===== src/hw/rtl/hexp_pkg.sv =====
// Package for the hex text parser: parse phase codes, result kind codes,
// character constants, the result queue geometry, the state and result types,
// and the hex digit decoder. No dependencies.
package hexp_pkg;

    // Parse phase codes.
    localparam logic [2:0] PH_START       = 3'd0;
    localparam logic [2:0] PH_ZERO        = 3'd1;
    localparam logic [2:0] PH_ONE         = 3'd2;
    localparam logic [2:0] PH_PREFIX      = 3'd3;
    localparam logic [2:0] PH_AFTER_TOKEN = 3'd4;
    localparam logic [2:0] PH_AFTER_COMMA = 3'd5;

    // Result kind codes.
    localparam logic [1:0] KIND_BYTE  = 2'd0;
    localparam logic [1:0] KIND_DONE  = 2'd1;
    localparam logic [1:0] KIND_ERROR = 2'd2;

    // Characters with a role in the grammar.
    localparam logic [7:0] CH_SPACE   = 8'h20;
    localparam logic [7:0] CH_COMMA   = 8'h2C;
    localparam logic [7:0] CH_ZERO    = 8'h30;
    localparam logic [7:0] CH_LOWER_X = 8'h78;

    // Result queue geometry.
    localparam int QDEPTH  = 4;
    localparam int QPTR_W  = $clog2(QDEPTH);
    localparam int QCNT_W  = $clog2(QDEPTH + 1);

    // Parser state carried from one character to the next.
    typedef struct packed {
        logic [2:0] phase;
        logic [3:0] pending;
        logic       err;
    } t_parse_state;

    // One result item.
    typedef struct packed {
        logic [1:0] kind;
        logic [7:0] byte_value;
        logic       last_of_run;
    } t_result;

    // Returns {is_digit, value} for one character.
    function automatic logic [4:0] hex_decode(input logic [7:0] c);
        logic [4:0] r;
        r = 5'd0;
        if (c >= 8'h30 && c <= 8'h39) begin
            r = {1'b1, 4'(c - 8'h30)};
        end else if (c >= 8'h61 && c <= 8'h66) begin
            r = {1'b1, 4'(c - 8'h57)};
        end else if (c >= 8'h41 && c <= 8'h46) begin
            r = {1'b1, 4'(c - 8'h37)};
        end
        return r;
    endfunction

endpackage


===== src/hw/rtl/hexp_if.sv =====
// Stream interfaces of the hex text parser: the character channel and the
// result channel, each with valid/ready. Depends on nothing.
interface hexp_in_if;
    logic       valid;
    logic       ready;
    logic [7:0] text_char;
    logic       end_marker;

    modport source (output valid, output text_char, output end_marker, input ready);
    modport sink   (input valid, input text_char, input end_marker, output ready);
endinterface

interface hexp_out_if;
    logic       valid;
    logic       ready;
    logic [1:0] kind;
    logic [7:0] byte_value;
    logic       last_of_run;

    modport source (output valid, output kind, output byte_value, output last_of_run,
                    input ready);
    modport sink   (input valid, input kind, input byte_value, input last_of_run,
                    output ready);
endinterface


===== src/hw/rtl/hexp_step.sv =====
// Next-state and result logic of the hex text parser for one character.
// Depends on hexp_pkg.
module hexp_step (
    input  hexp_pkg::t_parse_state i_state,
    input  logic [7:0]             i_char,
    input  logic                   i_end,
    output hexp_pkg::t_parse_state o_next,
    output logic [1:0]             o_count,
    output hexp_pkg::t_result      o_res0,
    output hexp_pkg::t_result      o_res1
);
    import hexp_pkg::*;

    logic [4:0]   w_dec;
    logic         w_is_digit;
    logic [3:0]   w_digit;
    t_parse_state w_tok;

    assign w_dec      = hex_decode(i_char);
    assign w_is_digit = w_dec[4];
    assign w_digit    = w_dec[3:0];

    // State after a character that must open a new token.
    always_comb begin
        w_tok = i_state;
        if (!w_is_digit) begin
            w_tok.err = 1'b1;
        end else if (i_char == CH_ZERO) begin
            w_tok.phase   = PH_ZERO;
            w_tok.pending = 4'd0;
        end else begin
            w_tok.phase   = PH_ONE;
            w_tok.pending = w_digit;
        end
    end

    // Main transition and result selection.
    always_comb begin
        o_next  = i_state;
        o_count = 2'd0;
        o_res0  = '0;
        o_res1  = '0;
        if (i_end) begin
            // End of text: flush a one-digit token, then give the status.
            o_next = '{phase: PH_START, pending: 4'd0, err: 1'b0};
            if (!i_state.err && (i_state.phase == PH_ZERO || i_state.phase == PH_ONE)) begin
                o_count = 2'd2;
                o_res0  = '{kind: KIND_BYTE, byte_value: {4'd0, i_state.pending},
                            last_of_run: 1'b0};
                o_res1  = '{kind: KIND_DONE, byte_value: 8'd0, last_of_run: 1'b1};
            end else begin
                o_count = 2'd1;
                if (i_state.err || i_state.phase == PH_PREFIX) begin
                    o_res0 = '{kind: KIND_ERROR, byte_value: 8'd0, last_of_run: 1'b1};
                end else begin
                    o_res0 = '{kind: KIND_DONE, byte_value: 8'd0, last_of_run: 1'b1};
                end
            end
        end else if (!i_state.err) begin
            unique case (i_state.phase)
                PH_START: begin
                    o_next = w_tok;
                end
                PH_ZERO, PH_ONE: begin
                    if (i_state.phase == PH_ZERO && i_char == CH_LOWER_X) begin
                        o_next.phase = PH_PREFIX;
                    end else if (w_is_digit) begin
                        // Second digit completes the token.
                        o_next.phase   = PH_AFTER_TOKEN;
                        o_next.pending = 4'd0;
                        o_count        = 2'd1;
                        o_res0 = '{kind: KIND_BYTE, byte_value: {i_state.pending, w_digit},
                                   last_of_run: 1'b1};
                    end else if (i_char == CH_SPACE || i_char == CH_COMMA) begin
                        // Separator closes a one-digit token.
                        o_next.phase   = (i_char == CH_COMMA) ? PH_AFTER_COMMA
                                                              : PH_AFTER_TOKEN;
                        o_next.pending = 4'd0;
                        o_count        = 2'd1;
                        o_res0 = '{kind: KIND_BYTE, byte_value: {4'd0, i_state.pending},
                                   last_of_run: 1'b1};
                    end else begin
                        o_next.err = 1'b1;
                    end
                end
                PH_PREFIX: begin
                    if (w_is_digit) begin
                        o_next.phase   = PH_ONE;
                        o_next.pending = w_digit;
                    end else begin
                        o_next.err = 1'b1;
                    end
                end
                PH_AFTER_TOKEN: begin
                    if (i_char == CH_COMMA) begin
                        o_next.phase = PH_AFTER_COMMA;
                    end else if (i_char != CH_SPACE) begin
                        o_next = w_tok;
                    end
                end
                PH_AFTER_COMMA: begin
                    if (i_char != CH_SPACE) begin
                        o_next = w_tok;
                    end
                end
                default: begin
                    o_next.err = 1'b1;
                end
            endcase
        end
    end

endmodule


===== src/hw/rtl/hex_text_to_bytes_parser.sv =====
// Top level of the hex text parser: parser state registers, per-character
// step logic and the result queue. Depends on hexp_pkg, hexp_if and hexp_step.
//
// The parser takes one character per clock cycle while it is ready and
// turns a text such as "0x1f, 2A 3" into byte results, followed by a done or
// error status when the end marker arrives. The parser state is updated in
// the cycle a character is transferred; its results are written into a
// four-entry result queue and leave it one per cycle while the consumer
// takes them. A character gives at most one result and an end marker at most
// two (a pending one-digit byte and the status); the input is ready while
// fewer than three results are queued, so the queue has room for them.
// After an error status the bytes already delivered for that text are void.
module hex_text_to_bytes_parser (
    input  logic              i_clk,
    input  logic              i_rst_n,
    hexp_in_if.sink           i_in,
    hexp_out_if.source        o_out
);
    import hexp_pkg::*;

    t_parse_state      r_state;
    t_parse_state      n_state;
    logic [1:0]        w_count;
    t_result           w_res0;
    t_result           w_res1;
    t_result           r_queue [QDEPTH];
    logic [QPTR_W-1:0] r_wr_ptr;
    logic [QPTR_W-1:0] r_rd_ptr;
    logic [QCNT_W-1:0] r_count;
    logic [1:0]        w_push;
    logic              w_in_xfer;
    logic              w_out_xfer;
    t_result           w_head;

    assign w_in_xfer  = i_in.valid && i_in.ready;
    assign w_out_xfer = o_out.valid && o_out.ready;
    assign i_in.ready = (r_count < QCNT_W'(QDEPTH - 1));

    // Parse one character.
    hexp_step u_step (
        .i_state (r_state),
        .i_char  (i_in.text_char),
        .i_end   (i_in.end_marker),
        .o_next  (n_state),
        .o_count (w_count),
        .o_res0  (w_res0),
        .o_res1  (w_res1)
    );

    assign w_push = w_in_xfer ? w_count : 2'd0;

    // Parser state advances on each input transfer.
    always_ff @(posedge i_clk) begin
        if (!i_rst_n) begin
            r_state <= '{phase: PH_START, pending: 4'd0, err: 1'b0};
        end else if (w_in_xfer) begin
            r_state <= n_state;
        end
    end

    // Result queue storage.
    always_ff @(posedge i_clk) begin
        if (w_push != 2'd0) begin
            r_queue[r_wr_ptr] <= w_res0;
        end
        if (w_push == 2'd2) begin
            r_queue[r_wr_ptr + QPTR_W'(1)] <= w_res1;
        end
    end

    // Result queue pointers and fill level.
    always_ff @(posedge i_clk) begin
        if (!i_rst_n) begin
            r_wr_ptr <= '0;
            r_rd_ptr <= '0;
            r_count  <= '0;
        end else begin
            r_wr_ptr <= r_wr_ptr + QPTR_W'(w_push);
            if (w_out_xfer) begin
                r_rd_ptr <= r_rd_ptr + QPTR_W'(1);
            end
            r_count <= r_count + QCNT_W'(w_push) - QCNT_W'(w_out_xfer);
        end
    end

    // Head of the queue drives the output channel.
    assign w_head            = r_queue[r_rd_ptr];
    assign o_out.valid       = (r_count != '0);
    assign o_out.kind        = w_head.kind;
    assign o_out.byte_value  = w_head.byte_value;
    assign o_out.last_of_run = w_head.last_of_run;

endmodule


===== src/flat_wrapper.sv =====
// flat-port wrapper written by rule: the top's interface ports become plain ports
module hex_text_to_bytes_parser_flat import hexp_pkg::*;
  (i_clk, i_rst_n, i_in_valid, i_in_text_char, i_in_end_marker, i_in_ready, o_out_valid, o_out_kind, o_out_byte_value, o_out_last_of_run, o_out_ready);
  hexp_in_if i_in_i ();
  hexp_out_if o_out_i ();
  input  logic i_clk;
  input  logic i_rst_n;
  input wire logic [$bits(i_in_i.valid)-1:0] i_in_valid;
  input wire logic [$bits(i_in_i.text_char)-1:0] i_in_text_char;
  input wire logic [$bits(i_in_i.end_marker)-1:0] i_in_end_marker;
  output wire logic [$bits(i_in_i.ready)-1:0] i_in_ready;
  output wire logic [$bits(o_out_i.valid)-1:0] o_out_valid;
  output wire logic [$bits(o_out_i.kind)-1:0] o_out_kind;
  output wire logic [$bits(o_out_i.byte_value)-1:0] o_out_byte_value;
  output wire logic [$bits(o_out_i.last_of_run)-1:0] o_out_last_of_run;
  input wire logic [$bits(o_out_i.ready)-1:0] o_out_ready;
  assign i_in_i.valid = i_in_valid;
  assign i_in_i.text_char = i_in_text_char;
  assign i_in_i.end_marker = i_in_end_marker;
  assign i_in_ready = i_in_i.ready;
  assign o_out_valid = o_out_i.valid;
  assign o_out_kind = o_out_i.kind;
  assign o_out_byte_value = o_out_i.byte_value;
  assign o_out_last_of_run = o_out_i.last_of_run;
  assign o_out_i.ready = o_out_ready;
  hex_text_to_bytes_parser u_core (.i_clk(i_clk), .i_rst_n(i_rst_n), .i_in(i_in_i), .o_out(o_out_i));
endmodule

===== config.mk =====
export PLATFORM = sky130hd
export DESIGN_NAME = hex_text_to_bytes_parser_flat
export DESIGN_NICKNAME = d
export VERILOG_FILES = /design/src/hw/rtl/hexp_pkg.sv /design/src/hw/rtl/hexp_if.sv /design/src/hw/rtl/hexp_step.sv /design/src/hw/rtl/hex_text_to_bytes_parser.sv /design/src/flat_wrapper.sv
export SDC_FILE = /design/constraint.sdc
export NUM_CORES = 1
export LEC_CHECK = 0
export ABC_CLOCK_PERIOD_IN_PS = 4450
export BUFFER_PORTS_ARGS = -buffer_cell sky130_fd_sc_hd__buf_2
export CORE_MARGIN = 5
export CORE_UTILIZATION = 45
export DETAILED_ROUTE_END_ITERATION = 8
export PLACE_DENSITY_LB_ADDON = 0.1
export SYNTH_ARGS = -nofsm -noshare
export SYNTH_HDL_FRONTEND = slang
export SYNTH_SLANG_ARGS = --single-unit

===== constraint.sdc =====
create_clock -name i_clk -period 4.45 [get_ports i_clk]
set_clock_uncertainty 0.15 [all_clocks]
set_input_delay 0.6675 -clock i_clk [delete_from_list [all_inputs] [get_ports i_clk]]
set_output_delay 0.6675 -clock i_clk [all_outputs]
set_load 0.03 [all_outputs]

== Word level (Yosys, flattened, before mapping) ==
Memory sizes are Yosys's and may differ from the RTL's. A register that Yosys moved wholly into a read port is not among the register bits.
Index checks and enable logic that the tools add are counted.

* Memory bits (writable): 44
* Memories: 1
* Input bits: 13
* Word-level logic and storage cells: 103
* Register bits after elaboration: 15

* Magnitude comparators: 7
* Equal/unequal tests: 17
* Reduce and logical (&&, ||, !) cells: 18
* Add/subtract/negate cells: 8
* Muxes and demuxes: 46

{| class="wikitable"
|+ Memory list
! memory !! words !! bits a word !! rd ports !! clocked after Yosys merged registers in !! wr ports !! RTL line !! RTL
|-
| u_core.r_queue || 4 || 11 || 1 || 1 || 2 || hex_text_to_bytes_parser.sv:26 || <nowiki>t_result r_queue [QDEPTH];</nowiki>
|}

{| class="wikitable"
|+ Operators with widths
! cell !! count
|-
| two-way mux 9 bit || 4
|-
| one-hot mux 7 bit (5 select lines) || 1
|-
| two-way mux 11 bit || 3
|-
| two-way mux 5 bit || 6
|-
| two-way mux 7 bit || 4
|-
| equality test 8 x 6 -> 1 bit, second input constant || 3
|-
| two-way mux 8 bit || 3
|-
| two-way mux 10 bit || 2
|-
| >= comparator 8 x 7 -> 1 bit, second input constant || 2
|-
| <= comparator 8 x 7 -> 1 bit, second input constant || 2
|-
| two-way mux 1 bit || 14
|-
| two-way mux 2 bit || 5
|-
| != test 3 bit, second input constant || 3
|-
| equality test 8 x 7 -> 1 bit, second input constant || 1
|-
| >= comparator 8 x 6 -> 1 bit, second input constant || 1
|-
| <= comparator 8 x 6 -> 1 bit, second input constant || 1
|-
| != test 8 x 6 -> 1 bit, second input constant || 1
|-
| subtractor 4 x 3 -> 4 bit, second input constant || 2
|-
| logical AND 1 bit || 7
|-
| AND reduction 7 bit || 1
|-
| equality test 3 x 2 -> 1 bit, second input constant || 2
|-
| equality test 3 bit, second input constant || 2
|-
| two-way mux 3 bit || 2
|-
| two-way mux 6 bit || 1
|-
| other kinds (20) || 23
|}

== Logic depth before layout (Yosys ltp) ==
* Word-level depth: 14
* Mapped depth: 15

== Hierarchy ==
From an unflattened synthesis, not the netlist that was laid out.

* Cell total of the unflattened synthesis: 360
* Area, all modules: 4017.6 um^2

{| class="wikitable"
|+ By module, submodules not included
! module !! cells an instance !! instances !! area each (um^2)
|-
| hex_text_to_bytes_parser || 209 || 1 || 2991.6
|-
| hexp_step || 151 || 1 || 1026.0
|}

== Worst setup path after synthesis ==
OpenSTA, ideal clock, no wires.

* Kind: input port to flip-flop
* From: input i_in_text_char[0]
* To: register u_core.r_count[2]
* Path buffers: 2
* Library setup time: 0.115 ns
* Setup slack: 0.988 ns
* Stages on the path: 15
* Arrival time: 3.197 ns
* Cells stage by stage: inv_1 > ha_1 > nand4bb_1 > buf_2 > or3_1 > buf_2 > a31oi_4 > o21ai_0 > inv_1 > ha_1 > inv_1 > fa_1 > xor2_1 > xnor2_1 > and2_1

* Cells in the longest elaborated chain, start to end: 13

{| class="wikitable"
|+ RTL lines
! what !! RTL line !! RTL
|-
| from (decl) || flat_wrapper.sv:9 || <nowiki>input wire logic [$bits(i_in_i.text_char)-1:0] i_in_text_char;</nowiki>
|-
| >= comparator 8 x 7 -> 1 bit / <= comparator 8 x 7 -> 1 bit (equally long branches) || hexp_pkg.sv:52 || <nowiki>end else if (c >= 8'h41 && c <= 8'h46) begin</nowiki>
|-
| logical AND 1 bit || hexp_pkg.sv:52 ||
|-
| two-way mux 5 bit || hexp_pkg.sv:52 ||
|-
| two-way mux 5 bit || hexp_pkg.sv:50 || <nowiki>end else if (c >= 8'h61 && c <= 8'h66) begin</nowiki>
|-
| two-way mux 5 bit || hexp_pkg.sv:48 || <nowiki>if (c >= 8'h30 && c <= 8'h39) begin</nowiki>
|-
| two-way mux 1 bit || hexp_step.sv:67 || <nowiki>end else if (w_is_digit) begin</nowiki>
|-
| two-way mux 1 bit (*) || hexp_step.sv:65 || <nowiki>if (i_state.phase == PH_ZERO && i_char == CH_LOWER_X) begin</nowiki>
|-
| two-way mux 1 bit (*) || hexp_step.sv:60 || <nowiki>unique case (i_state.phase)</nowiki>
|-
| two-way mux 1 bit (*) || hexp_step.sv:59 || <nowiki>end else if (!i_state.err) begin</nowiki>
|-
| two-way mux 2 bit (*) || hexp_step.sv:43 || <nowiki>if (i_end) begin</nowiki>
|-
| two-way mux 2 bit (*) || hex_text_to_bytes_parser.sv:50 || <nowiki>assign w_push = w_in_xfer ? w_count : 2'd0;</nowiki>
|-
| adder 3 x 2 -> 3 bit (*) || hex_text_to_bytes_parser.sv:82 || <nowiki>r_count <= r_count + QCNT_W'(w_push) - QCNT_W'(w_out_xfer);</nowiki>
|-
| subtractor 3 x 1 -> 3 bit (*) || hex_text_to_bytes_parser.sv:82 ||
|-
| to (signal assigned) || hex_text_to_bytes_parser.sv:82 ||
|-
| to (decl) || hex_text_to_bytes_parser.sv:29 || <nowiki>logic [QCNT_W-1:0] r_count;</nowiki>
|}

Every way passes the cells marked *; elsewhere a longest branch is shown, timed or not.
A chain may end at the register's enable or synchronous reset.

== Final worst setup path ==
Ends and elaborated chain as after synthesis.

==> impl_metrics.csv <==
group,metric,value,unit
outcome,status,"complete, no violations",
synthesis,synth.distinct_cells,65,
route,via_per_inst,5.953,
global_routing,antenna_found_initial,0,
cts,cts_hold_buffers,0,
layout,n_antenna_cell,0,
cts,clockBufferDepth,2,
layout,drive_gt1_share,18.52,%
setup_path,worst-path-max-fanout,18,
min_path,hp-class,"reg -> reg",
synthesis,synth-simple-area-share,21.54,%
cts,cts_resized,0,
synthesis,synthMuxAreaShare,12.56,%
synthesis,synth-edff-count,8,
global_routing,grt.overflow.total,0,
floorplanning,dieArea,10220,um2
floorplanning,ios,26,
synthesis,synth_area_leaders,"dfxtp_1, mux4_2, edfxtp_1",
route,antenna_left,0,
synthesis,synth_compound_area_share,20.87,%
global_routing,grt_pass1_vias,3043,
floorplanning,start_util,45.92,%
timing,rsz0062_at_grt,"no",
layout,area_growth,8.878,%
route,routedWlPerCell,18.20,um
timing,relSlewSlack,54.07,%
route,drtIter0Drc,173,
synthesis,synth_warnings,0,
cts,cts_tree,"built",
synthesis,yosysSeqAreaShare,34.84,%
synthesis,synthMostInstantiatedCell,"dfxtp_1",
synthesis,synth_top_area_share,28.41,%
route,firstDrtPassIters,4,
route,finalWirelength,9773,um
synthesis,synth_top_family_by_area,"simple AND/OR/NAND/NOR gates",
synthesis,synth_async_sr_flop_share,0,%
job,maxCapViolCount,0,
global_routing,globalRouteTotalUtil,19.99,%
timing,fmax,255.7,MHz
cts,clock_sinks,61,
cts,root_buffer,"clkbuf_8",
cts,cts.clk_slew.worst_paths,0.07,ns
timing,report.final.slew_viol_count,0,
timing,finalHoldViolCount,0,
synthesis,synthAdderAreaFrac,3.216,%
floorplanning,dieHeight,101.1,um
cts,cts_inserted_buffers,9,
setup_path,required,4.53,ns
setup_path,worstSetupPathType,"in -> reg",
power_and_ir_drop,p_leak,1.578,nW
synthesis,netlist_instances,416,
placement,port-buffer-count,25,
floorplanning,core_region_area,8134,um2
global_routing,grt_max_degree,25,
setup_path,cp-start-kind,"input port",
layout,nets,449,
floorplanning,fp-row-count,33,
floorplanning,die_w,101.1,um
synthesis,synth_commonest_cells,"dfxtp_1, nand2_1, nor2_1, a21oi_1, mux2i_1",
timing,worstMarginPinSlew,0.6831,ns
synthesis,synth_nets,438,
timing,setup_violations,0,
synthesis,syn_avg_cell_area,8.978,um2
placement,dp_cells,521,
route,num_vias,3197,
layout,stdcell_count,537,
timing,fin_setup_tns,0,ns
timing,whs,0.3084,ns
placement,dp_hpwl,7061,um
global_routing,grt_pass1_wl,15970,um
power_and_ir_drop,power_density,374.7,nW/um2
synthesis,synth_top_area_cell,"dfxtp_1",
power_and_ir_drop,ir_worst_vdd,216.7,uV
synthesis,syn_area,3735,um2
setup_path,end_kind,"flip-flop",
timing,min_period_over_period,87.90,%
cts,cts_max_level,3,
synthesis,ys.flop_type,"dfxtp_1",
synthesis,synth-xor-area-share,1.876,%
setup_path,cp.arrival,3.99,ns
synthesis,ys_seq_elements,61,
cts,clk_latency,0.34,ns
power_and_ir_drop,fin_total_pwr,1.524,mW
cts,postCtsSetupRepairBufs,0,
placement,gp_congestion,0.9104,
timing,finalCriticalPeriod,3.911,ns
route,drc,0,
cell usage in the layout, fill, tap and decap left out, types with 4 or more instances in the layout:
master,instances
dfxtp_1,53
nand2_1,48
nor2_1,31
a21oi_1,26
buf_2,25
mux2i_1,21
o31ai_1,17
and2_1,12
inv_1,12
o21ai_0,12
mux4_2,11
nand3_1,11
or2_2,9
o221ai_1,9
clkbuf_8,9
nor3_1,8
ha_1,8
edfxtp_1,8
o211ai_1,7
or3_1,6
nand2b_1,6
xnor2_1,5
a31o_2,5
and3_1,4
nand4_1,4
stage by stage:
| step | worst slack [ns] | utilization (%) | cell area, um2 |
|---|---|---|---|
| CTS | 0.5914 | 49.99 | 4066 |
| global route | 0.3461 | 49.99 | 4066 |
| finish | 0.5386 | 49.99 | 4066 |
| detailed placement | 0.2462 | 47.56 | 3869 |
| global placement | 0.3417 | 47.56 | 3869 |
| floorplan | 0.9877 | - | 3735 |
power breakdown:
part	internal [mW]	switching (mW)
clock	0.260	0.235
combinational	0.157	0.220
sequential	0.596	0.0552
total	1.01	0.510
sequential cells by signal (all words and copies together), names as in the netlist, named ones only:
signal	cells
u_core.r_queue	44
u_core.r_rd_ptr	2
u_core.r_count	3
u_core.r_state	8
u_core.r_wr_ptr	2
cells by family (layout without fill, tap and decap cells):
kind of cell / Yosys count / after routing
AOI/OAI and AO/OA: 108 / 108
DFF: 61 / 61
muxes: 33 / 33
xor gates and xnor gates: 8 / 8
adders and majority gates: 9 / 9
and+or+nand+nor: 157 / 157
buffers and inverters: 40 / 56
worst max-delay path, cell delays in order:
cell and delay (ns):
buf_2 0.14, inv_1 0.14, ha_1 0.24, nand4bb_1 0.30, or3_1 0.55, a31oi_4 0.51, o21ai_0 0.30, inv_1 0.15
ha_1 0.15, inv_1 0.04, fa_1 0.36, xor2_1 0.16, xnor2_1 0.12, and2_1 0.15
final timing paths:
kind | from | end | slack (ns) | cells after the start
max reg2reg | u_core.r_state[6] | u_core.r_count[2] | 0.91 | 12
min | u_core.r_queue[3][7] | u_core.r_queue[3][7] | 0.31 | 2
max | i_in_text_char[0] | u_core.r_count[2] | 0.54 | 14
min reg2reg | u_core.r_queue[3][7] | u_core.r_queue[3][7] | 0.31 | 2
metal layers:
metal	track usage, %	part of all wire [%]
met1	27.41	46
met2	30.94	47
met3	4.706	5.1
met4	6.953	1.3
met5	0	0
layout make-up:
| cell class | count | area, um2 |
|---|---|---|
| repair buffers | 28 | 147.6 |
| fillers | 770 | 4068 |
| inverters | 12 | 45.04 |
| multi-input cells | 315 | 2243 |
| clock inverters | 7 | 73.82 |
| clock buffers | 9 | 123.9 |
| flip-flops and latches | 61 | 1301 |
| well taps | 105 | 131.4 |
No activity file was read; power rests on OpenSTA's default activity.
